===== config.mk =====
export PLATFORM = sky130hd
export DESIGN_NAME = regex_literal_escape_encoder_top
export DESIGN_NICKNAME = d
export VERILOG_FILES = /design/src/design/rlee_pkg.sv /design/src/design/rlee_job_queue.sv /design/src/design/rlee_result_queue.sv /design/src/design/rlee_front.sv /design/src/design/rlee_back.sv /design/src/design/regex_literal_escape_encoder_top.sv
export VERILOG_INCLUDE_DIRS = /design/src /design/src/design
export SDC_FILE = /design/constraint.sdc
export NUM_CORES = 1
export LEC_CHECK = 0
export BUFFER_PORTS_ARGS = -buffer_cell sky130_fd_sc_hd__buf_2
export CAP_MARGIN = 20
export CELL_PAD_IN_SITES_DETAIL_PLACEMENT = 0
export CELL_PAD_IN_SITES_GLOBAL_PLACEMENT = 1
export CORE_MARGIN = 4
export CORE_UTILIZATION = 55
export DETAILED_ROUTE_END_ITERATION = 16
export PLACE_DENSITY_LB_ADDON = 0.12
export SETUP_SLACK_MARGIN = 0.2
export SLEW_MARGIN = 20
export SYNTH_ARGS = -nofsm -noshare
export SYNTH_HDL_FRONTEND = slang
export SYNTH_SLANG_ARGS = --single-unit

===== constraint.sdc =====
create_clock -name clk -period 20.4 [get_ports clk]
set_input_delay 1.02 -clock clk [delete_from_list [all_inputs] [get_ports clk]]
set_output_delay 1.02 -clock clk [all_outputs]
set_load 0.1 [all_outputs]

===== src/design/regex_literal_escape_encoder_top_macros.svh =====
// Assertion macros shared by the regex literal escape encoder RTL.
// Included by rlee_back, the module that carries the concurrent checks; depends on nothing.
`ifndef REGEX_LITERAL_ESCAPE_ENCODER_TOP_MACROS_SVH
`define REGEX_LITERAL_ESCAPE_ENCODER_TOP_MACROS_SVH

// Same-cycle implication, disabled while reset is asserted.
`define RLEE_IMPLIES(label, ck, rn, ante, cons) \
    label: assert property (@(posedge ck) disable iff (!rn) (ante) |-> (cons)) \
        else $error("rlee: same-cycle check failed");

// Next-cycle implication, disabled while reset is asserted.
`define RLEE_NEXT(label, ck, rn, ante, cons) \
    label: assert property (@(posedge ck) disable iff (!rn) (ante) |=> (cons)) \
        else $error("rlee: next-cycle check failed");

`endif


===== src/design/rlee_pkg.sv =====
// Package for the regex literal escape encoder: shared types, codes and
// byte classification functions. Depends on nothing.
`default_nettype none

package rlee_pkg;

    // Length counter and configuration port sizes.
    localparam int LEN_W     = 32;
    localparam int SUM_W     = LEN_W + 1;
    localparam int CFG_IDX_W = 1;

    // Configuration register indexes.
    localparam logic [CFG_IDX_W-1:0] REG_MAX_SIZE  = CFG_IDX_W'(0);
    localparam logic [CFG_IDX_W-1:0] REG_PRIOR_LEN = CFG_IDX_W'(1);

    // Queue sizes.
    localparam int JOBQ_DEPTH = 2;
    localparam int JOBQ_AW    = 1;
    localparam int RESQ_DEPTH = 4;
    localparam int RESQ_AW    = 2;

    // Characters used to build escapes.
    localparam logic [7:0] CH_BSLASH  = 8'h5C;
    localparam logic [7:0] CH_LOWER_X = 8'h78;
    localparam logic [7:0] CH_LOWER_U = 8'h75;

    // Byte classes for a byte that starts a new chunk.
    localparam logic [1:0] CLS_PLAIN  = 2'd0;
    localparam logic [1:0] CLS_SYNTAX = 2'd1;
    localparam logic [1:0] CLS_HEX    = 2'd2;
    localparam logic [1:0] CLS_CTRL   = 2'd3;

    // One classified input word: raw single-byte chunks, then one main chunk.
    typedef struct packed {
        logic [2:0][7:0] raw;
        logic [1:0]      raw_cnt;
        logic [5:0][7:0] main;
        logic [2:0]      main_len;
        logic            first;
        logic            fin;
    } job_t;

    // One result word.
    typedef struct packed {
        logic [7:0] out_byte;
        logic       no_data;
        logic       run_last;
        logic       string_done;
        logic       overflow;
    } result_t;

    function automatic logic [1:0] byte_class(input logic [7:0] c);
        logic [1:0] cls;
        unique case (c)
            8'h5E, 8'h24, 8'h5C, 8'h2E, 8'h2A, 8'h2B, 8'h3F, 8'h28,
            8'h29, 8'h5B, 8'h5D, 8'h7B, 8'h7D, 8'h7C, 8'h2F:
                cls = CLS_SYNTAX;
            8'h2C, 8'h2D, 8'h3D, 8'h3C, 8'h3E, 8'h23, 8'h26, 8'h21, 8'h25,
            8'h3A, 8'h3B, 8'h40, 8'h7E, 8'h27, 8'h60, 8'h22, 8'h20:
                cls = CLS_HEX;
            8'h0C, 8'h0A, 8'h0D, 8'h09, 8'h0B:
                cls = CLS_CTRL;
            default:
                cls = CLS_PLAIN;
        endcase
        return cls;
    endfunction

    // Letter that follows the backslash for a control character.
    function automatic logic [7:0] ctrl_letter(input logic [7:0] c);
        logic [7:0] l;
        unique case (c)
            8'h0C:   l = 8'h66;
            8'h0A:   l = 8'h6E;
            8'h0D:   l = 8'h72;
            8'h09:   l = 8'h74;
            8'h0B:   l = 8'h76;
            default: l = 8'h00;
        endcase
        return l;
    endfunction

    // Lower-case hex digit.
    function automatic logic [7:0] hex_char(input logic [3:0] n);
        logic [7:0] h;
        if (n < 4'd10)
        begin
            h = 8'h30 + {4'h0, n};
        end
        else
        begin
            h = 8'h57 + {4'h0, n};
        end
        return h;
    endfunction

    function automatic logic is_alnum(input logic [7:0] c);
        return (c >= 8'h30 && c <= 8'h39) || (c >= 8'h41 && c <= 8'h5A) ||
               (c >= 8'h61 && c <= 8'h7A);
    endfunction

    // Total sequence length announced by a lead byte, zero if not a lead.
    function automatic logic [2:0] lead_len(input logic [7:0] c);
        logic [2:0] n;
        if (c >= 8'hC2 && c <= 8'hDF)
        begin
            n = 3'd2;
        end
        else if (c >= 8'hE0 && c <= 8'hEF)
        begin
            n = 3'd3;
        end
        else if (c >= 8'hF0 && c <= 8'hF4)
        begin
            n = 3'd4;
        end
        else
        begin
            n = 3'd0;
        end
        return n;
    endfunction

    // Continuation byte range check; the second byte has lead-specific limits.
    function automatic logic cont_ok(input logic [7:0] lead, input logic [1:0] pos,
                                     input logic [7:0] c);
        logic [7:0] lo;
        logic [7:0] hi;
        lo = 8'h80;
        hi = 8'hBF;
        if (pos == 2'd1)
        begin
            if (lead == 8'hE0)
            begin
                lo = 8'hA0;
            end
            else if (lead == 8'hF0)
            begin
                lo = 8'h90;
            end
            else if (lead == 8'hF4)
            begin
                hi = 8'h8F;
            end
        end
        return c >= lo && c <= hi;
    endfunction

    // ECMAScript whitespace and line terminators outside ASCII.
    function automatic logic is_space_cp(input logic [20:0] cp);
        return cp == 21'h0000A0 || cp == 21'h001680 ||
               (cp >= 21'h002000 && cp <= 21'h00200A) ||
               cp == 21'h002028 || cp == 21'h002029 || cp == 21'h00202F ||
               cp == 21'h00205F || cp == 21'h003000 || cp == 21'h00FEFF;
    endfunction

endpackage

`default_nettype wire


===== src/design/rlee_job_queue.sv =====
// Two-entry queue of classified words between the front and the back.
// Depends on rlee_pkg for the job word type and queue sizes.
`default_nettype none

module rlee_job_queue (
    input  wire logic          clk,
    input  wire logic          rst_n,
    input  wire logic          wr_en,
    input  wire rlee_pkg::job_t wr_job,
    output logic               q_full,
    input  wire logic          rd_en,
    output logic               q_valid,
    output rlee_pkg::job_t     rd_job
);
    import rlee_pkg::*;

    job_t                 entry_reg [JOBQ_DEPTH];
    logic [JOBQ_AW-1:0]   wr_ptr_reg;
    logic [JOBQ_AW-1:0]   rd_ptr_reg;
    logic [JOBQ_AW:0]     count_reg;
    logic [JOBQ_AW:0]     count_next;

    assign q_full  = count_reg == (JOBQ_AW + 1)'(JOBQ_DEPTH);
    assign q_valid = count_reg != '0;
    assign rd_job  = entry_reg[rd_ptr_reg];

    // Occupancy follows the write and read strobes.
    always_comb
    begin
        count_next = count_reg;
        if (wr_en && !rd_en)
        begin
            count_next = count_reg + 1'b1;
        end
        else if (rd_en && !wr_en)
        begin
            count_next = count_reg - 1'b1;
        end
    end

    always_ff @(posedge clk or negedge rst_n)
    begin
        if (!rst_n)
        begin
            wr_ptr_reg <= '0;
            rd_ptr_reg <= '0;
            count_reg  <= '0;
        end
        else
        begin
            count_reg <= count_next;
            if (wr_en)
            begin
                wr_ptr_reg <= wr_ptr_reg + 1'b1;
            end
            if (rd_en)
            begin
                rd_ptr_reg <= rd_ptr_reg + 1'b1;
            end
        end
    end

    // Storage holds payload only.
    always_ff @(posedge clk)
    begin
        if (wr_en)
        begin
            entry_reg[wr_ptr_reg] <= wr_job;
        end
    end

endmodule

`default_nettype wire


===== src/design/rlee_result_queue.sv =====
// Four-entry result queue that drives the output ports.
// Depends on rlee_pkg for the result word type and queue sizes.
`default_nettype none

module rlee_result_queue (
    input  wire logic             clk,
    input  wire logic             rst_n,
    input  wire logic             wr_en,
    input  wire rlee_pkg::result_t wr_res,
    output logic                  q_full,
    input  wire logic             rd_en,
    output logic                  q_valid,
    output rlee_pkg::result_t     rd_res
);
    import rlee_pkg::*;

    result_t              entry_reg [RESQ_DEPTH];
    logic [RESQ_AW-1:0]   wr_ptr_reg;
    logic [RESQ_AW-1:0]   rd_ptr_reg;
    logic [RESQ_AW:0]     count_reg;
    logic [RESQ_AW:0]     count_next;

    assign q_full  = count_reg == (RESQ_AW + 1)'(RESQ_DEPTH);
    assign q_valid = count_reg != '0;
    assign rd_res  = entry_reg[rd_ptr_reg];

    // Occupancy follows the write and read strobes.
    always_comb
    begin
        count_next = count_reg;
        if (wr_en && !rd_en)
        begin
            count_next = count_reg + 1'b1;
        end
        else if (rd_en && !wr_en)
        begin
            count_next = count_reg - 1'b1;
        end
    end

    always_ff @(posedge clk or negedge rst_n)
    begin
        if (!rst_n)
        begin
            wr_ptr_reg <= '0;
            rd_ptr_reg <= '0;
            count_reg  <= '0;
        end
        else
        begin
            count_reg <= count_next;
            if (wr_en)
            begin
                wr_ptr_reg <= wr_ptr_reg + 1'b1;
            end
            if (rd_en)
            begin
                rd_ptr_reg <= rd_ptr_reg + 1'b1;
            end
        end
    end

    // Storage holds payload only.
    always_ff @(posedge clk)
    begin
        if (wr_en)
        begin
            entry_reg[wr_ptr_reg] <= wr_res;
        end
    end

endmodule

`default_nettype wire


===== src/design/rlee_front.sv =====
// Front end: takes input words, tracks the pending WTF-8 sequence and
// turns each byte into a job of chunks. Depends on rlee_pkg.
`default_nettype none

module rlee_front (
    input  wire logic       clk,
    input  wire logic       rst_n,
    input  wire logic       push,
    input  wire logic       jobq_full,
    input  wire logic [7:0] in_byte,
    input  wire logic       first_byte,
    input  wire logic       final_byte,
    output logic            job_push,
    output rlee_pkg::job_t  job
);
    import rlee_pkg::*;

    logic [2:0][7:0] pend_reg;
    logic [2:0][7:0] pend_next;
    logic [1:0]      pcnt_reg;
    logic [1:0]      pcnt_next;
    logic [2:0]      exp_reg;
    logic [2:0]      exp_next;

    logic [1:0]      pcnt_e;
    logic [2:0]      exp_e;
    logic            fresh;
    logic [20:0]     cp;
    logic [2:0]      lead_n;

    assign job_push = push && !jobq_full;

    // Classify the byte against the pending sequence.
    always_comb
    begin
        pcnt_e    = first_byte ? 2'd0 : pcnt_reg;
        exp_e     = first_byte ? 3'd0 : exp_reg;
        pend_next = pend_reg;
        pcnt_next = pcnt_e;
        exp_next  = exp_e;
        fresh     = 1'b0;
        cp        = '0;
        lead_n    = lead_len(in_byte);
        job       = '0;
        job.first = first_byte;
        job.fin   = final_byte;

        if (first_byte && is_alnum(in_byte))
        begin
            // A leading letter or digit is always written as a hex escape.
            job.main[0]  = CH_BSLASH;
            job.main[1]  = CH_LOWER_X;
            job.main[2]  = hex_char(in_byte[7:4]);
            job.main[3]  = hex_char(in_byte[3:0]);
            job.main_len = 3'd4;
        end
        else if (pcnt_e != 2'd0)
        begin
            if (cont_ok(pend_reg[0], pcnt_e, in_byte))
            begin
                if ({1'b0, pcnt_e} + 3'd1 == exp_e)
                begin
                    // Sequence complete: assemble the code point.
                    unique case (exp_e)
                        3'd2:
                            cp = {10'd0, pend_reg[0][4:0], in_byte[5:0]};
                        3'd3:
                            cp = {5'd0, pend_reg[0][3:0], pend_reg[1][5:0], in_byte[5:0]};
                        default:
                            cp = {pend_reg[0][2:0], pend_reg[1][5:0], pend_reg[2][5:0],
                                  in_byte[5:0]};
                    endcase
                    pcnt_next = 2'd0;
                    exp_next  = 3'd0;
                    if (is_space_cp(cp) || (cp >= 21'h00D800 && cp <= 21'h00DFFF))
                    begin
                        job.main[0] = CH_BSLASH;
                        if (cp <= 21'h0000FF)
                        begin
                            job.main[1]  = CH_LOWER_X;
                            job.main[2]  = hex_char(cp[7:4]);
                            job.main[3]  = hex_char(cp[3:0]);
                            job.main_len = 3'd4;
                        end
                        else
                        begin
                            job.main[1]  = CH_LOWER_U;
                            job.main[2]  = hex_char(cp[15:12]);
                            job.main[3]  = hex_char(cp[11:8]);
                            job.main[4]  = hex_char(cp[7:4]);
                            job.main[5]  = hex_char(cp[3:0]);
                            job.main_len = 3'd6;
                        end
                    end
                    else
                    begin
                        // Pass the sequence through unchanged.
                        job.main[0]           = pend_reg[0];
                        job.main[1]           = pend_reg[1];
                        job.main[2]           = pend_reg[2];
                        job.main[exp_e - 3'd1] = in_byte;
                        job.main_len          = exp_e;
                    end
                end
                else
                begin
                    // Store the continuation byte; a final byte flushes all raw.
                    pend_next[pcnt_e] = in_byte;
                    pcnt_next         = pcnt_e + 2'd1;
                    if (final_byte)
                    begin
                        job.raw     = pend_next;
                        job.raw_cnt = pcnt_e + 2'd1;
                    end
                end
            end
            else
            begin
                // Broken sequence: stored bytes go out raw, then a fresh start.
                job.raw     = pend_reg;
                job.raw_cnt = pcnt_e;
                pcnt_next   = 2'd0;
                exp_next    = 3'd0;
                fresh       = 1'b1;
            end
        end
        else
        begin
            pcnt_next = 2'd0;
            exp_next  = 3'd0;
            fresh     = 1'b1;
        end

        // A byte that starts a new chunk.
        if (fresh)
        begin
            unique case (byte_class(in_byte))
                CLS_SYNTAX:
                begin
                    job.main[0]  = CH_BSLASH;
                    job.main[1]  = in_byte;
                    job.main_len = 3'd2;
                end
                CLS_HEX:
                begin
                    job.main[0]  = CH_BSLASH;
                    job.main[1]  = CH_LOWER_X;
                    job.main[2]  = hex_char(in_byte[7:4]);
                    job.main[3]  = hex_char(in_byte[3:0]);
                    job.main_len = 3'd4;
                end
                CLS_CTRL:
                begin
                    job.main[0]  = CH_BSLASH;
                    job.main[1]  = ctrl_letter(in_byte);
                    job.main_len = 3'd2;
                end
                CLS_PLAIN:
                begin
                    if (lead_n == 3'd0 || final_byte)
                    begin
                        // Not a lead, or a lead with nothing to follow: pass raw.
                        job.main[0]  = in_byte;
                        job.main_len = 3'd1;
                    end
                    else
                    begin
                        pend_next[0] = in_byte;
                        pcnt_next    = 2'd1;
                        exp_next     = lead_n;
                    end
                end
            endcase
        end

        // The end of a string leaves nothing pending.
        if (final_byte)
        begin
            pcnt_next = 2'd0;
            exp_next  = 3'd0;
        end
    end

    always_ff @(posedge clk or negedge rst_n)
    begin
        if (!rst_n)
        begin
            pcnt_reg <= 2'd0;
            exp_reg  <= 3'd0;
        end
        else if (job_push)
        begin
            pcnt_reg <= pcnt_next;
            exp_reg  <= exp_next;
        end
    end

    // Pending bytes are payload and are always written before being read.
    always_ff @(posedge clk)
    begin
        if (job_push)
        begin
            pend_reg <= pend_next;
        end
    end

endmodule

`default_nettype wire


===== src/design/rlee_back.sv =====
// Back end: walks each job's chunks, checks each against the size limit and
// writes one word per cycle while the result queue has room. Depends on rlee_pkg.
`default_nettype none
`include "regex_literal_escape_encoder_top_macros.svh"

module rlee_back (
    input  wire logic                     clk,
    input  wire logic                     rst_n,
    input  wire logic                     job_valid,
    input  wire rlee_pkg::job_t           job,
    output logic                          job_pop,
    input  wire logic                     res_full,
    output logic                          res_push,
    output rlee_pkg::result_t             res,
    input  wire logic [rlee_pkg::LEN_W-1:0] max_size,
    input  wire logic [rlee_pkg::LEN_W-1:0] prior_len
);
    import rlee_pkg::*;

    logic             started_reg;
    logic             started_next;
    logic             in_main_reg;
    logic             in_main_next;
    logic [2:0]       idx_reg;
    logic [2:0]       idx_next;
    logic [LEN_W-1:0] len_reg;
    logic [LEN_W-1:0] len_next;
    logic             drop_reg;
    logic             drop_next;

    logic             init;
    logic [LEN_W-1:0] len_eff;
    logic             drop_eff;
    logic             in_main_eff;
    logic [2:0]       idx_eff;
    logic             job_empty;
    logic [7:0]       cur_byte;
    logic             chunk_start;
    logic [2:0]       chunk_len;
    logic [SUM_W-1:0] sum;
    logic             fits;
    logic             raw_end;
    logic             main_end;
    logic             is_last;
    logic             act;
    logic             empty_end;

    // Position and length seen at the head of the current job.
    always_comb
    begin
        init        = !started_reg && job.first;
        len_eff     = init ? prior_len : len_reg;
        drop_eff    = init ? 1'b0 : drop_reg;
        in_main_eff = started_reg ? in_main_reg : (job.raw_cnt == 2'd0);
        idx_eff     = started_reg ? idx_reg : 3'd0;
        job_empty   = job.raw_cnt == 2'd0 && job.main_len == 3'd0;
        cur_byte    = in_main_eff ? job.main[idx_eff] : job.raw[idx_eff[1:0]];
        chunk_start = !in_main_eff || idx_eff == 3'd0;
        chunk_len   = in_main_eff ? job.main_len : 3'd1;
        sum         = {1'b0, len_eff} + SUM_W'(chunk_len);
        fits        = sum <= {1'b0, max_size};
        raw_end     = idx_eff[1:0] == job.raw_cnt - 2'd1;
        main_end    = idx_eff == job.main_len - 3'd1;
        is_last     = in_main_eff ? main_end : (raw_end && job.main_len == 3'd0);
        act         = job_valid && !res_full;
        empty_end   = !started_reg && (drop_eff || job_empty);
    end

    // One result word or wordless step per cycle, while the result queue has room.
    always_comb
    begin
        res          = '0;
        res_push     = 1'b0;
        job_pop      = 1'b0;
        started_next = started_reg;
        in_main_next = in_main_reg;
        idx_next     = idx_reg;
        len_next     = len_reg;
        drop_next    = drop_reg;
        if (act)
        begin
            len_next  = len_eff;
            drop_next = drop_eff;
            if (empty_end)
            begin
                // Nothing to write: only the end of a string gives a status word.
                res_push        = job.fin;
                res.no_data     = 1'b1;
                res.run_last    = 1'b1;
                res.string_done = 1'b1;
                res.overflow    = drop_eff;
                job_pop         = 1'b1;
                started_next    = 1'b0;
            end
            else if (chunk_start && !fits)
            begin
                // Chunk does not fit: flag it and drop the rest of the string.
                res_push        = 1'b1;
                res.no_data     = 1'b1;
                res.run_last    = 1'b1;
                res.string_done = job.fin;
                res.overflow    = 1'b1;
                drop_next       = 1'b1;
                job_pop         = 1'b1;
                started_next    = 1'b0;
            end
            else
            begin
                res_push        = 1'b1;
                res.out_byte    = cur_byte;
                res.run_last    = is_last;
                res.string_done = is_last && job.fin;
                if (chunk_start)
                begin
                    len_next = sum[LEN_W-1:0];
                end
                if (is_last)
                begin
                    job_pop      = 1'b1;
                    started_next = 1'b0;
                end
                else
                begin
                    started_next = 1'b1;
                    if (!in_main_eff && raw_end)
                    begin
                        in_main_next = 1'b1;
                        idx_next     = 3'd0;
                    end
                    else
                    begin
                        in_main_next = in_main_eff;
                        idx_next     = idx_eff + 3'd1;
                    end
                end
            end
        end
    end

    always_ff @(posedge clk or negedge rst_n)
    begin
        if (!rst_n)
        begin
            started_reg <= 1'b0;
            in_main_reg <= 1'b0;
            idx_reg     <= 3'd0;
            len_reg     <= '0;
            drop_reg    <= 1'b0;
        end
        else
        begin
            started_reg <= started_next;
            in_main_reg <= in_main_next;
            idx_reg     <= idx_next;
            len_reg     <= len_next;
            drop_reg    <= drop_next;
        end
    end

    // A job stays at the head of the queue while its bytes are written.
    `RLEE_IMPLIES(a_started_holds_job, clk, rst_n, started_reg, job_valid)
    // A job leaves the queue only when one is there and the output has room.
    `RLEE_IMPLIES(a_pop_when_active, clk, rst_n, job_pop, job_valid && !res_full)
    // The end of a string is always the last word of its step.
    `RLEE_IMPLIES(a_done_is_last, clk, rst_n, res_push && res.string_done, res.run_last)
    // An overflow word leaves the string in the dropping state.
    `RLEE_NEXT(a_overflow_drops, clk, rst_n, res_push && res.overflow, drop_reg)

endmodule

`default_nettype wire


===== src/design/regex_literal_escape_encoder_top.sv =====
// Regex literal escape encoder, top level: input front end, job queue,
// output back end, result queue and configuration registers.
// Depends on rlee_pkg, rlee_front, rlee_job_queue, rlee_back, rlee_result_queue.
//
// Usage: write string bytes with push while full is low, first_byte on the
// first byte and final_byte on the last. Results come out as a queue: while
// empty is low, out_byte and the status bits show the oldest word, and pop
// takes it. Each input byte gives zero or more words; run_last marks the last
// word of a byte, string_done the last word of a string. Configuration words
// go in on cfg_valid (cfg_ready is always high) with cfg_index and cfg_data,
// and the user must write them only while no string work is outstanding; the
// block does not enforce this. A byte's first word passes the job queue and
// then the result queue. Throughput: the back end writes one word per cycle
// while the result queue has room; a byte takes one step per word it causes,
// and at least one. A two-entry job queue lets the front take new bytes
// while the back is still writing. Reset empties both queues, clears the
// decoder and length state, and sets the size limit to all ones and the prior
// length to zero. When pop stays low, the result queue fills, the back end
// halts, and full rises once the job queue fills; nothing is lost.
`default_nettype none

module regex_literal_escape_encoder_top (
    input  wire logic                          clk,
    input  wire logic                          rst_n,
    input  wire logic                          push,
    output logic                               full,
    input  wire logic [7:0]                    in_byte,
    input  wire logic                          first_byte,
    input  wire logic                          final_byte,
    output logic                               empty,
    input  wire logic                          pop,
    output logic [7:0]                         out_byte,
    output logic                               no_data,
    output logic                               run_last,
    output logic                               string_done,
    output logic                               overflow,
    input  wire logic                          cfg_valid,
    output logic                               cfg_ready,
    input  wire logic [rlee_pkg::CFG_IDX_W-1:0] cfg_index,
    input  wire logic [rlee_pkg::LEN_W-1:0]     cfg_data
);
    import rlee_pkg::*;

    logic             jobq_full;
    logic             job_push;
    job_t             front_job;
    logic             job_valid;
    job_t             head_job;
    logic             job_pop;
    logic             res_full;
    logic             res_push;
    result_t          back_res;
    logic             res_valid;
    result_t          head_res;
    logic             res_pop;
    logic [LEN_W-1:0] max_size_reg;
    logic [LEN_W-1:0] prior_len_reg;

    // Configuration registers accept a word every cycle.
    assign cfg_ready = 1'b1;

    always_ff @(posedge clk or negedge rst_n)
    begin
        if (!rst_n)
        begin
            max_size_reg  <= '1;
            prior_len_reg <= '0;
        end
        else if (cfg_valid && cfg_ready)
        begin
            unique case (cfg_index)
                REG_MAX_SIZE:  max_size_reg  <= cfg_data;
                REG_PRIOR_LEN: prior_len_reg <= cfg_data;
            endcase
        end
    end

    assign full = jobq_full;

    rlee_front u_front (
        .clk        (clk),
        .rst_n      (rst_n),
        .push       (push),
        .jobq_full  (jobq_full),
        .in_byte    (in_byte),
        .first_byte (first_byte),
        .final_byte (final_byte),
        .job_push   (job_push),
        .job        (front_job)
    );

    rlee_job_queue u_job_queue (
        .clk     (clk),
        .rst_n   (rst_n),
        .wr_en   (job_push),
        .wr_job  (front_job),
        .q_full  (jobq_full),
        .rd_en   (job_pop),
        .q_valid (job_valid),
        .rd_job  (head_job)
    );

    rlee_back u_back (
        .clk       (clk),
        .rst_n     (rst_n),
        .job_valid (job_valid),
        .job       (head_job),
        .job_pop   (job_pop),
        .res_full  (res_full),
        .res_push  (res_push),
        .res       (back_res),
        .max_size  (max_size_reg),
        .prior_len (prior_len_reg)
    );

    // Result queue drives the output ports.
    assign res_pop = pop && res_valid;

    rlee_result_queue u_result_queue (
        .clk     (clk),
        .rst_n   (rst_n),
        .wr_en   (res_push),
        .wr_res  (back_res),
        .q_full  (res_full),
        .rd_en   (res_pop),
        .q_valid (res_valid),
        .rd_res  (head_res)
    );

    assign empty       = !res_valid;
    assign out_byte    = head_res.out_byte;
    assign no_data     = head_res.no_data;
    assign run_last    = head_res.run_last;
    assign string_done = head_res.string_done;
    assign overflow    = head_res.overflow;

endmodule

`default_nettype wire

# Word-level counts from Yosys, hierarchy flattened
# Memory sizes are Yosys's and may differ from the RTL's.
# Index checks and enable logic that the tools add are counted.
dict set report totals {
  regBits 142
  ramBits 206
  romBits 256
  inputBits 48
  output_inout_bits 15
  wordCells 298
  n_memories 3
}
dict set report op_classes {
  addsub 27
  n_lt_le_gt_ge 32
  n_eq_ne 27
  mux 120
  n_bitwise 6
  n_reduce_logical 65
}
# memory depth word_bits read_ports rd_clocked_by_memory_dff wr line_no
set mem_list {}
lappend mem_list {{(name not given)} 128 2 1 0 0 rlee_pkg.sv:54} ;# unique case (c)
lappend mem_list {u_job_queue.entry_reg 2 79 1 0 1 rlee_job_queue.sv:17} ;# job_t entry_reg [JOBQ_DEPTH];
lappend mem_list {u_result_queue.entry_reg 4 12 1 0 1 rlee_result_queue.sv:17} ;# result_t entry_reg [RESQ_DEPTH];
# op count
set ops {}
lappend ops {{8-bit 2-to-1 mux} 29}
lappend ops {{51-bit 2-to-1 mux} 3}
lappend ops {{32-bit 2-to-1 mux} 4}
lappend ops {{21-bit by 14-bit equality test with 1-bit output, second input constant} 5}
lappend ops {{21-bit 2-to-1 mux} 4}
lappend ops {{26-bit 2-to-1 mux} 3}
lappend ops {{77-bit 2-to-1 mux} 1}
lappend ops {{35-bit 2-to-1 mux} 2}
lappend ops {{3-bit 2-to-1 mux} 17}
lappend ops {{7-bit by 4-bit adder with 8-bit output, first input constant} 6}
lappend ops {{48-bit bitwise mux} 1}
lappend ops {{6-bit by 4-bit adder with 7-bit output, first input constant} 6}
lappend ops {{42-bit 2-to-1 mux} 1}
lappend ops {{21-bit one-hot mux with 2 select lines} 1}
lappend ops {{8-bit by 4-bit equality test with 1-bit output, second input constant} 5}
lappend ops {{7-bit one-hot mux with 5 select lines} 1}
lappend ops {{32-bit by 3-bit adder with 33-bit output} 1}
lappend ops {{33-bit by 32-bit <= comparator with 1-bit output} 1}
lappend ops {{11-bit one-hot mux with 3 select lines} 1}
lappend ops {{16-bit 2-to-1 mux} 2}
lappend ops {{2-bit 2-to-1 mux} 15}
lappend ops {{1-bit logical AND} 26}
lappend ops {{8-bit binary-select mux with 3-bit select} 1}
lappend ops {{24-bit bitwise mux} 1}
lappend ops {{56 further kinds} 140}

# Longest topological paths before layout
# Gate-level depths: netlist (run 1).
dict set report logic_depth {
  depth_word 30
  ltp_mapped 34
  ltp_nobuf 27
}

# By module
# Synthesis (run 1) repeated with hierarchy kept, for this count alone.
dict set report hier_totals {
  cells_unflattened 1861
  area_unflattened_um2 20837.5
}
# mod instances cells_each area_each_um2 seq_area_each_um2
set modules_own_cells {}
lappend modules_own_cells {rlee_job_queue 1 262 6291.0 4844.6}
lappend modules_own_cells {rlee_back 1 713 5202.5 950.9}
lappend modules_own_cells {rlee_front 1 648 4702.0 845.8}
lappend modules_own_cells {regex_literal_escape_encoder_top 1 141 2487.4 1641.6}
lappend modules_own_cells {rlee_result_queue 1 97 2154.6 1616.6}

# Worst setup path after synthesis (run 1)
# Ideal clock, no wire load.
dict set report synth_path {
  path_kind {reg2reg}
  start {register u_job_queue.rd_ptr_reg}
  end {register u_job_queue.count_reg[1]}
  setup_ps 79
  t_arrival_ps 7060
  t_required_ps 20321
  path_slack_ps 13260
  path_stages_with_launch 34
  path_buffers 8
  synth_period_minus_slack_ps 7140
  cell_sequence {dfrtp_1 > buf_2 > clkbuf_1 > buf_1 > clkbuf_1 > mux2i_1 > ha_1 > mux2i_1 > clkbuf_1 > clkbuf_1 > nor2_1 > ha_1 > a21o_1 > a21o_1 > and3_1 > buf_2 > and2_1 > buf_2 > and4_1 > xnor2_1 > mux2i_1 > ha_1 > a21o_1 > a21oi_1 > o311ai_0 > nor3_1 > a211o_1 > a21oi_2 > nor2_1 > a21o_1 > ha_1 > xor2_1 > nor2_1 > xor2_1}
}
dict set report synth_between {
  elab_chain_len 14
  word_cells_on_any_way 32
  cone_classes {add/sub: 3; order compare: 1; eq/ne: 2; mux: 10; reduce/logical: 15; memory: 1}
}
# item line_no
set synth_lines {}
lappend synth_lines {{start: declaration} rlee_job_queue.sv:19} ;# logic [JOBQ_AW-1:0] rd_ptr_reg;
lappend synth_lines {{start signal: assignment} rlee_job_queue.sv:58} ;# rd_ptr_reg <= rd_ptr_reg + 1'b1;
lappend synth_lines {{memory 2 x 79 bit (*)} -}
lappend synth_lines {{2-bit logical NOT} {rlee_back.sv:54, rlee_back.sv:56}}
lappend synth_lines {{1-bit 2-to-1 mux} rlee_back.sv:54} ;# in_main_eff = started_reg ? in_main_reg : (job.raw_cnt == 2'd0);
lappend synth_lines {{3-bit 2-to-1 mux} rlee_back.sv:59} ;# chunk_len = in_main_eff ? job.main_len : 3'd1;
lappend synth_lines {{32-bit by 3-bit adder with 33-bit output} rlee_back.sv:60} ;# sum = {1'b0, len_eff} + SUM_W'(chunk_len);
lappend synth_lines {{33-bit by 32-bit <= comparator with 1-bit output} rlee_back.sv:61} ;# fits = sum <= {1'b0, max_size};
lappend synth_lines {{1-bit logical NOT} rlee_back.sv:95} ;# else if (chunk_start && !fits)
lappend synth_lines {{1-bit logical AND} rlee_back.sv:95}
lappend synth_lines {{1-bit 2-to-1 mux} rlee_back.sv:95}
lappend synth_lines {{1-bit 2-to-1 mux (*)} rlee_back.sv:84} ;# if (empty_end)
lappend synth_lines {{1-bit 2-to-1 mux (*)} rlee_back.sv:80} ;# if (act)
lappend synth_lines {{1-bit logical NOT} rlee_job_queue.sv:31} ;# if (wr_en && !rd_en)
lappend synth_lines {{1-bit logical AND} rlee_job_queue.sv:31}
lappend synth_lines {{2-bit 2-to-1 mux or 2-bit nonzero test (tied branches)} -}
lappend synth_lines {{end signal: assignment} rlee_job_queue.sv:51} ;# count_reg <= count_next;
lappend synth_lines {{end: declaration} rlee_job_queue.sv:20} ;# logic [JOBQ_AW:0] count_reg;
# Mark *: on every way between the ends. The rest lies on a longest branch, timed or not.
# A chain may end at the register's enable or synchronous reset.

# Final worst setup path (run 1)
dict set report layout_path {
  start {register u_back.started_reg}
  end {register u_back.len_reg[15]}
}
dict set report layout_between {
  elab_chain_len 9
  word_cells_on_any_way 19
  cone_classes {add/sub: 1; order compare: 1; mux: 8; reduce/logical: 9}
}
# item line_no
set layout_lines {}
lappend layout_lines {{start: declaration} rlee_back.sv:20} ;# logic started_reg;
lappend layout_lines {{start signal: assignment} rlee_back.sv:152} ;# started_reg <= started_next;
lappend layout_lines {{1-bit logical NOT} {rlee_back.sv:51, rlee_back.sv:66}}
lappend layout_lines {{1-bit logical AND} rlee_back.sv:51} ;# init = !started_reg && job.first;
lappend layout_lines {{32-bit 2-to-1 mux} rlee_back.sv:52} ;# len_eff = init ? prior_len : len_reg;
lappend layout_lines {{32-bit by 3-bit adder with 33-bit output} rlee_back.sv:60}
lappend layout_lines {{33-bit by 32-bit <= comparator with 1-bit output} rlee_back.sv:61}
lappend layout_lines {{1-bit logical NOT} rlee_back.sv:95}
lappend layout_lines {{1-bit logical AND} rlee_back.sv:95}
lappend layout_lines {{32-bit 2-to-1 mux} rlee_back.sv:95}
lappend layout_lines {{32-bit 2-to-1 mux (*)} rlee_back.sv:84}
lappend layout_lines {{end signal: assignment} rlee_back.sv:155} ;# len_reg <= len_next;
lappend layout_lines {{end: declaration} rlee_back.sv:26} ;# logic [LEN_W-1:0] len_reg;
# Marked as above.

==> impl_metrics.toml, run 1 <==
[run_status]
status = "finished clean"

[yosys]
synth_top_area_share = 0.3499
synthFlopType = "edfxtp_1"
synth_top_cell_by_area = "edfxtp_1"
yosysSeqAreaShare = 0.5015
synth_most_common_cell = "edfxtp_1"
synth_cells = 1768
ys_types = 94
synth-seq-cells = 348
synthesis.nets = 1893
synth.area.top_cells = "edfxtp_1 35%, dfrtp_1 11%, mux4_2 5.0%"
syn-cell-area_mm2 = 0.01974
ys_top_cells_by_count = "230 x edfxtp_1, 175 x nand2_1, 118 x nor2_1"
yosysWarnings = 0
async_reset_ff_frac = 0.3391
synth_edf_count = 230
synth.avg_cell_area_um2 = 11.16

[timing]
tightestPinTransition_ps = 1051
skew_ps = 18.61
hold_violations = 0
relSlewSlack = 0.2996
setup_violations = 0
rsz0062_at_grt = "no"
setup_ws_ps = 13520
max_freq_ghz = 0.1454
timing.hold.ws_ps = 486.1
layout_min_cycle_time_ps = 6879
min_period_over_period = 0.3372
drv_slew = 0
setup_tns_ps = 0

[place]
dp.cells = 2205
port_buffers = 61
gp_congestion = 0.9423
hpwlAfterDp_um = 37690
placed_area_mm2 = 0.02033
post-place-ws_ps = 13550

[min_path]
hp-start = "u_back.len_reg[11]"
hp-class = "reg2reg"

[layout]
nets = 1910
final_util = 0.6107
final_area_mm2 = 0.02167
stdcell_count = 2273
drive_above_1_share = 0.1788
multi_input_area_mm2 = 0.009116
final.fill_count = 2901
largest_register_ffs = 158
n_antenna_cell = 0
regArea_mm2 = 0.009901
area_growth_pct = 9.774

[clock_network]
tritoncts = "yes"
cts_buffer_depth = 3
insertion_delay_ps = 560
holdBufCountCts = 0
numCtsBuffers = 38
cts_resized = 0
clk_pin_slew_ps = 60
clock_sinks = 348
cts_root_buffer = "clkbuf_16"
post-cts-setup-buffers = 0
cts_max_level = 2

[global_route]
top_usage_layer = "met2"
antenna_found_initial = 0
grt_util_met1 = 0.3753
grt_start_max_net_pins = 80
grt_use_met3 = 0.03838
groute.usage.overall = 0.2800
grt_pass1_vias = 14450
grt_overflow = 0
grt_pass1_wl_um = 84900
grt_use_met2 = 0.4682

[power_and_ir_drop]
power.density_mw_per_mm2 = 155.7
peakVddDrop_mv = 0.1457
total_power_mw = 3.374
p_leak_nw = 8.270

[setup_path]
start_kind = "register"
crit_type = "reg2reg"
worst-endpoint-arrival_ps = 7350
crit_start = "u_back.started_reg"
reg2reg_from = "u_back.started_reg"
worstPathRequired_ps = 20870
endpoint_kind = "register"
critPathMaxFanout = 50

[floorplan]
pin_count = 63
dieArea_mm2 = 0.03898
num_rows = 69
die_h_um = 197.4
initial_core_util = 0.5563
core_mm2 = 0.03548
die_w_um = 197.4

[route]
viasPerCell = 6.329
first_pass_iters = 6
detail-route-antenna-nets = 0
vias = 14390
wl_per_cell_um = 24.02
drc_errors = 0
drt-initial-drc-count = 1314
routed_wl_um = 54600

[run]
cap_violations = 0
==> final cells by class <==
class / instances / area share
timing repair buffer: 80 / 0.02096
sequential: 348 / 0.4569
tap: 461 / 0.02662
clock buffer: 46 / 0.04718
clock inverter: 21 / 0.01392
inverter: 79 / 0.01369
multi-input combinational: 1238 / 0.4207
==> cell families after synthesis <==
family                   Yosys count  share of synthesized area
AND/OR/NAND/NOR                  516                     0.1292
other                              1                  0.0001900
flip-flops                       348                     0.5015
multiplexers                     143                     0.1055
XOR/XNOR                          65                    0.02884
adder cells (fa/ha/maj)           77                    0.04957
buffers and inverters            182                    0.03816
AO/OA/AOI/OAI                    436                     0.1469
==> worst max-delay path, stage by stage, from the launching register on <==
cell and delay, ps:
dfrtp_1 810, inv_2 340, nand2_2 120, buf_4 510, nand2_1 120, nand2_1 90, ha_1 190, fa_1 230
a21o_1 150, and3_1 430, and2_1 210, nand2_1 140, nor4_1 390, xnor2_1 190, ha_1 280, a21oi_1 130
nor2b_1 60, o21ai_0 150, o311ai_0 210, nor3_1 230, a211o_1 230, nand3_2 390, a21oi_2 880, nor2_1 80
a21oi_1 170
==> layer usage <==
layer	routed length, um	vias to the layer above
met5	0	-
met4	2480	0
met3	3042	140
met2	26430	522
met1	22650	7076
li1	-	6647
==> where the power goes <==
group | internal (mW) | total (mW) | switching, mW
clock network | 0.448 | 0.733 | 0.286
registers | 1.03 | 1.16 | 0.134
logic | 0.510 | 1.48 | 0.971
==> final timing paths <==
kind,end,cells past startpoint,slack (ps)
min in group asynchronous,prior_len_reg[9],1,610
max reg2reg,u_back.len_reg[15],24,13520
max,u_back.len_reg[15],24,13520
min,u_back.len_reg[11],2,490
max in group asynchronous,u_job_queue.rd_ptr_reg,2,18480
min reg2reg,u_back.len_reg[11],2,490
==> placed cells by master (no fill, tap or decap), types with 60 or more instances in the layout <==
cell type and instances:
nor2_1 116, edfxtp_1 230, ha_1 75, dfrtp_1 85
o21ai_0 107, mux2_2 67, nand2_1 175, a21oi_1 94
inv_1 71, buf_2 60
Power figures use the tool's default switching activity.
==> run 2: changes to the inputs <==
--- a/config.mk
+++ b/config.mk
@@ -11,7 +11,7 @@
 export CELL_PAD_IN_SITES_DETAIL_PLACEMENT = 0
 export CELL_PAD_IN_SITES_GLOBAL_PLACEMENT = 1
 export CORE_MARGIN = 4
-export CORE_UTILIZATION = 55
+export CORE_UTILIZATION = 51
 export DETAILED_ROUTE_END_ITERATION = 16
 export PLACE_DENSITY_LB_ADDON = 0.12
 export SETUP_SLACK_MARGIN = 0.2
==> constraint.sdc (replaced) <==
create_clock -name clk -period 7.15 [get_ports clk]
set_input_delay 0.3575 -clock clk [delete_from_list [all_inputs] [get_ports clk]]
set_output_delay 0.3575 -clock clk [all_outputs]
set_load 0.1 [all_outputs]
==> impl_metrics.toml, run 2 (synthesis results as in run 1) <==
[power_and_ir_drop]
p_leak_nw = 8.252
peakVddDrop_mv = 0.2538
total_power_mw = 9.456
power.density_mw_per_mm2 = 436.1

[global_route]
grt_overflow = 0
grt_pass1_vias = 14350
antenna_found_initial = 0
groute.usage.overall = 0.2591
grt_start_max_net_pins = 79
grt_pass1_wl_um = 84420

[clock_network]
cts_max_level = 2
cts_buffer_depth = 3
cts_root_buffer = "clkbuf_16"
tritoncts = "yes"
insertion_delay_ps = 560
numCtsBuffers = 39
clock_sinks = 348
post-cts-setup-buffers = 0
clk_pin_slew_ps = 60

[route]
drt-initial-drc-count = 1192
drc_errors = 0
viasPerCell = 6.140
first_pass_iters = 5
vias = 14330
detail-route-antenna-nets = 0
wl_per_cell_um = 23.06
routed_wl_um = 53800

[layout]
area_growth_pct = 9.844
nets = 1918
layout_commonest_cell = "edfxtp_1"
mostFrequentLayoutCells = "230 x edfxtp_1, 175 x nand2_1, 116 x nor2_1, 107 x o21ai_0, 94 x a21oi_1"
drive_above_1_share = 0.1822
n_antenna_cell = 0
final_util = 0.5716
final.fill_count = 3215
stdcell_count = 2333
largest_register_ffs = 158

[setup_path]
start_kind = "register"
critPathMaxStageDelay_ps = 770
endpoint_kind = "register"
worstPathRequired_ps = 7410
worst-endpoint-arrival_ps = 6350
slowest_stage = "dfrtp_1"
path_cells = "inv_2 > nand2_2 > buf_4 > mux2_2 > and3_1 > and2_1 > nand2_1 > or2_2 > xor2_1 > ha_1 > a21o_1 > a21o_1 > a21oi_1 > nor2_1 > nor3_1 > a211o_1 > a21oi_2 > nor2_1 > nand2_1 > a211oi_1"
crit_type = "reg2reg"
critPathMaxFanout = 33

[place]
dp.cells = 2260
post-place-ws_ps = 1084
hpwlAfterDp_um = 37850
gp_congestion = 0.9284
port_buffers = 61

[timing]
tightestPinTransition_ps = 1059
relSlewSlack = 0.2940
rsz0062_at_grt = "no"
min_period_over_period = 0.8518
setup_ws_ps = 1060
layout_min_cycle_time_ps = 6090
drv_slew = 0
hold_violations = 0
skew_ps = 19.71
setup_tns_ps = 0
max_freq_ghz = 0.1642
setup_violations = 0

[run]
cap_violations = 0

[floorplan]
die_w_um = 204.7
pin_count = 63
initial_core_util = 0.5204
dieArea_mm2 = 0.04191
num_rows = 71
die_h_um = 204.7
core_mm2 = 0.03793

[min_path]
hp-class = "in2reg"

[run_status]
status = "finished clean"
run 2: cell types whose count changed in the layout (fill, tap and decap cells not counted), moves of 2 or more:
cell	before	now
buf_4	19	24
clkinvlp_4	0	2
dlygate4sd3_1	0	3
bufinv_16	7	1
clkinv_2	2	7
run 2: worst paths after layout:
check | endpoint | slack (ps) | start | depth (start not counted)
hold reg to reg | u_back.len_reg[24] | 480 | u_back.len_reg[24] | 2
min in group asynchronous | prior_len_reg[18] | 420 | rst_n | 2
setup reg to reg | u_result_queue.entry_reg[1][11] | 1060 | u_back.started_reg | 20
setup / recovery | u_result_queue.entry_reg[1][11] | 1060 | u_back.started_reg | 20
hold / removal | max_size_reg[23] | 20 | cfg_data[23] | 3
max in group asynchronous | u_back.drop_reg | 5420 | rst_n | 3
run 2: cell type report:
| class | count | area [um^2] | area share |
|---|---|---|---|
| well taps | 511 | 639.4 | 0.02949 |
| repair buffers | 87 | 510.5 | 0.02354 |
| inverters | 79 | 296.5 | 0.01368 |
| multi-input cells | 1238 | 9121 | 0.4207 |
| clock inverters | 22 | 162.7 | 0.007502 |
| clock buffers | 48 | 1051 | 0.04847 |
| flip-flops and latches | 348 | 9901 | 0.4566 |
run 2: repair_timing:
action                                 in CTS  in global routing
endpoints found under the hold margin      41                  0
hold buffers                                3                  0
resized for setup                           0                  0
run 2: where the power goes:
| group | internal [mW] | switching [mW] |
|---|---|---|
| logic | 1.46 | 2.81 |
| clock network | 1.09 | 0.810 |
| registers | 2.93 | 0.360 |
run 2: metal layers:
metal  global-route usage  up-vias  share of wire
met5                    0        -              0
met4               0.1010        0          0.038
met3              0.02881      112          0.045
met2               0.4382      462           0.49
met1               0.3454     7079           0.42
li1                     -     6672              -
run 2: critical path, delay by kind of cell (launching register included):
| family | cells | cell delay [ps] |
|---|---|---|
| compound gates | 6 | 1450 |
| xor+xnor | 1 | 160 |
| fa+ha+maj | 1 | 290 |
| buf+inv | 2 | 720 |
| flops | 1 | 770 |
| mux | 1 | 270 |
| simple gates | 9 | 2110 |
run 2: per-stage QoR:
stage               area, um^2  hold slack [ps]
detailed placement       20440            473.7
floorplan                19740            61.91
finish                   21680            23.37
CTS                      21680           0.3511
global placement         20430            463.8
global route             21680            26.51
